$ cat src/hw/rtl/uedt_pkg.sv
// shared types and constants for the undirected edge dedup table
// no dependencies

package uedt_pkg;

    localparam int DEF_MAX_EDGES = 256;
    localparam int VERTEX_W      = 16;
    localparam int INDEX_W       = 8;

    localparam logic OP_ADD   = 1'b0;
    localparam logic OP_CLEAR = 1'b1;

    typedef logic [VERTEX_W-1:0] vertex_t;
    typedef logic [INDEX_W-1:0]  index_t;

    typedef struct packed {
        logic load_add;
        logic clear_cnt;
        logic scan_run;
        logic take_match;
        logic finish_miss;
        logic out_load;
    } uedt_cmd_t;

    typedef struct packed {
        logic match;
        logic drained;
        logic out_free;
    } uedt_status_t;

endpackage

$ cat src/hw/rtl/uedt_ctrl.sv
// controller state machine for the edge dedup table
// depends on uedt_pkg

module uedt_ctrl
    import uedt_pkg::*;
(
    input  logic         clk,
    input  logic         rst_n,
    input  logic         req_valid,
    input  logic         req_op,
    output logic         req_ready,
    input  uedt_status_t status,
    output uedt_cmd_t    cmd
);

    typedef enum logic [2:0] {
        ST_IDLE   = 3'b001,
        ST_SCAN   = 3'b010,
        ST_FINISH = 3'b100
    } state_t;

    state_t state_reg;
    state_t state_next;

    always_ff @(posedge clk or negedge rst_n)
    begin
        if (!rst_n)
        begin
            state_reg <= ST_IDLE;
        end
        else
        begin
            state_reg <= state_next;
        end
    end

    always_comb
    begin
        state_next = state_reg;
        cmd        = '0;
        req_ready  = 1'b0;
        unique case (state_reg)
            ST_IDLE:
            begin
                req_ready = 1'b1;
                if (req_valid)
                begin
                    if (req_op == OP_CLEAR)
                    begin
                        cmd.clear_cnt = 1'b1;
                        state_next    = ST_FINISH;
                    end
                    else
                    begin
                        cmd.load_add = 1'b1;
                        state_next   = ST_SCAN;
                    end
                end
            end
            ST_SCAN:
            begin
                if (status.match)
                begin
                    cmd.take_match = 1'b1;
                    state_next     = ST_FINISH;
                end
                else if (status.drained)
                begin
                    cmd.finish_miss = 1'b1;
                    state_next      = ST_FINISH;
                end
                else
                begin
                    cmd.scan_run = 1'b1;
                end
            end
            ST_FINISH:
            begin
                if (status.out_free)
                begin
                    cmd.out_load = 1'b1;
                    state_next   = ST_IDLE;
                end
            end
            default:
            begin
                state_next = ST_IDLE;
            end
        endcase
    end

endmodule

$ cat config.mk
export PLATFORM = sky130hd
export DESIGN_NAME = uedt_ctrl
export DESIGN_NICKNAME = d
export VERILOG_FILES = /design/src/hw/rtl/uedt_pkg.sv /design/src/hw/rtl/uedt_ctrl.sv
export SDC_FILE = /design/constraint.sdc
export NUM_CORES = 1
export LEC_CHECK = 0
export BUFFER_PORTS_ARGS = -buffer_cell sky130_fd_sc_hd__clkbuf_2
export CAP_MARGIN = 20
export CORE_AREA = 2 2 39 41
export DETAILED_ROUTE_END_ITERATION = 16
export DIE_AREA = 0 0 41 43
export PLACE_DENSITY_LB_ADDON = 0.25
export SETUP_SLACK_MARGIN = 0.05
export SLEW_MARGIN = 30
export SYNTH_ARGS = -nofsm -noshare
export SYNTH_HDL_FRONTEND = slang
export SYNTH_SLANG_ARGS = --single-unit
export TNS_END_PERCENT = 100
$ cat constraint.sdc
create_clock -name clk -period 1.65 [get_ports clk]
set_input_delay 0.4125 -clock clk [delete_from_list [all_inputs] [get_ports clk]]
set_output_delay 0.4125 -clock clk [all_outputs]
set_load 0.005 [all_outputs]
After elaboration in Yosys (flattened, before gate mapping)
Index checks and enable logic that the tools add are counted.
{"block": "totals", "regBits": 3, "inputBits": 7}
{"block": "classes", "n_eq_ne": 6, "n_mux": 19, "n_reduce_logical": 1}
{"operator": "3-bit two-way mux", "count": 6}
{"operator": "1-bit two-way mux", "count": 10}
{"operator": "3-bit one-hot mux with 3 select lines", "count": 1}
{"operator": "2-bit two-way mux", "count": 2}
{"operator": "2-bit != test (second input constant)", "count": 2}
{"operator": "3-bit by 1-bit equality test with 1-bit output (second input constant)", "count": 1}
{"operator": "3-bit by 2-bit equality test with 1-bit output (second input constant)", "count": 1}
{"operator": "3-bit equality test (second input constant)", "count": 1}
{"operator": "3-bit != test (second input constant)", "count": 1}
{"operator": "3-bit AND reduction", "count": 1}

Longest topological paths before layout
{"block": "depth", "ltp_word": 3, "mapped_depth": 4, "mapped_depth_nobuf": 3}

Least setup slack after synthesis
No wires, ideal clock.
{"block": "synth_timing", "kind": "flip-flop to output port", "from": "register state_reg[0]", "to": "output port cmd[4] in the netlist's numbering", "t_arrival_ns": 0.952, "slack_ns": 0.285, "path_stages_with_launch": 3, "n_path_buf": 0, "cell_sequence": "dfstp_2 -> nor3b_4 -> and3_4"}
{"element": "start: declaration", "line_no": "uedt_ctrl.sv:22", "text": "state_t state_reg;"}
{"element": "start signal: assignment", "line_no": "uedt_ctrl.sv:33", "text": "state_reg <= state_next;"}
{"element": "end: declaration", "line_no": "uedt_ctrl.sv:13", "text": "output uedt_cmd_t cmd"}

==> results.py <==
metrics = {
    "min_path": {
        "hp-class": "input port to flop",
        "min_to": "state_reg[0]",
        "hold_depth": 3,
        "min_from": "status[0]",
    },
    "clock_network": {
        "path_clk_slew_ns": 0.04,
        "cts_buffer_depth": 2,
        "numCtsBuffers": 3,
        "cts_sinks": 3,
        "root_buffer": "clkbuf_4",
        "cts_tree": "built",
        "htreeDepth": 1,
        "clock_latency_ns": 0.23,
    },
    "route": {
        "dr.pass1.iters": 2,
        "via_per_inst": 4.054,
        "ant_nets": 0,
        "routedWlPerCell_um": 10.30,
        "drt-total-wl_um": 577,
        "vias": 227,
        "remaining_drc_errors": 0,
        "drt-initial-drc-count": 5,
    },
    "layout": {
        "nFillCells": 154,
        "n_antenna_cell": 0,
        "layout-drive-gt1-share": 0.6500,
        "nets": 48,
        "fin_cells": 56,
        "final_util": 0.2658,
        "syn_to_final_growth_pct": 57.22,
        "largest_register_ffs": 3,
    },
    "setup_path": {
        "cp_data_arrival_time_ns": 1.28,
        "worstPathRequired_ns": 1.24,
        "reg2reg_to": "state_reg[2]",
        "path_class": "flop to output port",
        "cp_max_fo": 4,
        "rr_worst_depth": 4,
        "timing.rr.start": "state_reg[0]",
        "regToRegSetupSlack_ns": 0.42,
        "worst_setup_path_end_kind": "output port",
        "start_kind": "flop",
    },
    "global_routing": {
        "antenna_found_initial": 0,
        "overflow": 0,
        "grt_use_total": 0.07754,
        "grt_max_degree": 10,
        "grt_first_pass_wirelength_um": 924,
        "grt_pass1_vias": 237,
    },
    "die": {
        "rows": 14,
        "io_pins": 14,
        "initial_core_util": 0.1691,
        "dieArea_mm2": 0.001763,
        "chipHeight_um": 43,
        "die_x_um": 41,
        "core_mm2": 0.001384,
    },
    "timing": {
        "period_share": 1.028,
        "finalCriticalPeriod_ns": 1.696,
        "hold_violations": 0,
        "slew_headroom": 0.8280,
        "rsz0062_at_grt": "true",
        "max_freq_mhz": 589.8,
        "worst_slack_ns": -0.04552,
        "hold_ws_ns": 0.4862,
        "fin_worst_skew_ns": 0.001751,
        "finalSetupViolations": 3,
        "tightest_slew_ns": 0.2559,
        "final_max_slew_viol_count": 0,
    },
    "logic_synthesis": {
        "synth_top_area_frac": 0.2139,
        "synth_warnings": 0,
        "syn_area_um2": 234.0,
        "syn_inst": 21,
        "yosys.area.top_type": "dfrtp_1",
        "yosys.cell_types.count": 18,
        "synth_area_leaders": "dfrtp_1 (21%), dfstp_2 (11%), nor3b_4 (8.0%), nor4b_1 (7.5%), and4bb_2 (5.3%)",
        "synth_seq_area_share": 0.3262,
        "syn_avg_cell_area_um2": 11.14,
        "synth_nets": 28,
        "ys_seq_elements": 3,
    },
    "flow_run": {
        "drv.max_cap_violation_count": 0,
    },
    "pwr": {
        "peakVddDrop_v": 0.0004540,
        "power.leakage_nw": 0.1647,
        "power_density_mw_per_mm2": 1340,
    },
    "status": {
        "status": "finished with violations",
        "violations": "setup timing",
    },
    "placement": {
        "dpl.cell_count": 49,
        "hpwlAfterDp_um": 435,
        "port_buffers": 13,
        "globalplace.congestion": 0.7219,
        "dp_slack_ns": 0.1388,
    },
}
## stage by stage
stage          cell area (µm²)  power, mW  setup TNS, ns
2_1_floorplan            234.0     0.2851              0
3_3_place_gp             307.8     0.3321              0
3_5_place_dp             307.8     0.3343              0
4_1_cts                  361.6     0.4932        -0.1617
5_1_grt                  367.9     0.5332        -0.4263
6_report                 367.9     0.4930       -0.09520
## cells in the final DEF (no fill, tap or decap), types with 2 or more instances in the layout
master / Yosys / routed
buf_4: 0 / 2
clkbuf_2: 0 / 10
dfrtp_2: 0 / 2
nand2b_1: 2 / 2
clkbuf_4: 0 / 3
buf_2: 0 / 2
nor4b_1: 2 / 2
## worst max-delay path, stage by stage, from the launching register on
cell and delay (ns):
dfstp_2 0.54, nor3b_4 0.21, and3_4 0.22, buf_6 0.09
## cell families (layout without fill, tap and decap cells)
family	Yosys count	after routing	synth area share
DFF	3	3	0.3262
and+or+nand+nor	13	13	0.5080
buffers and inverters	1	20	0.04812
AOI/OAI and AO/OA	4	4	0.1176
## power by group
group	internal [mW]	switching, mW
Clock	0.0904	0.0346
Combinational	0.133	0.0721
Sequential	0.112	0.0503
## layer usage
metal | GRT usage | vias up | routed length [µm]
met5 | 0 | - | 0
met4 | 0.04000 | 0 | 0
met3 | 0.01571 | 0 | 36
met2 | 0.1188 | 8 | 293
met1 | 0.09740 | 100 | 247
li1 | - | 119 | -
## repair_timing
| item | CTS | global route |
|---|---|---|
| buffers inserted | 2 | 0 |
| pin swaps | 3 | 2 |
| setup endpoints to repair | 5 | 7 |
| endpoints found under the hold margin | 2 | 0 |
| hold buffers | 1 | 0 |
| resized for setup | 2 | 3 |
## synthesized netlist by cell type, drive strengths merged
master / n
buf: 1
nor4: 1
nand3b: 1
dfrtp: 2
o21ai: 1
dfstp: 1
o22a: 1
and3b: 1
nand2b: 2
a21oi: 1
and3: 1
nor3b: 2
or2: 1
nor4b: 2
o21bai: 1
nor2: 1
and4bb: 1
## worst max path at each step
stage	from	to	slack, ns
3_5_place_dp	state_reg[1]	cmd[1]	0.14
6_report	state_reg[0]	cmd[4]	-0.05
3_3_place_gp	state_reg[0]	cmd[4]	0.17
5_1_grt	state_reg[0]	cmd[4]	-0.11
2_1_floorplan	state_reg[0]	cmd[4]	0.29
4_1_cts	state_reg[0]	cmd[4]	-0.06
## cell type report
type / instances / area, µm² / area share
multi-input combinational: 17 / 146.4 / 0.3980
clock buffer: 4 / 26.28 / 0.07143
timing repair buffer: 16 / 96.34 / 0.2619
sequential: 3 / 78.83 / 0.2143
tap: 16 / 20.02 / 0.05442
Power figures use the tool's default switching activity.
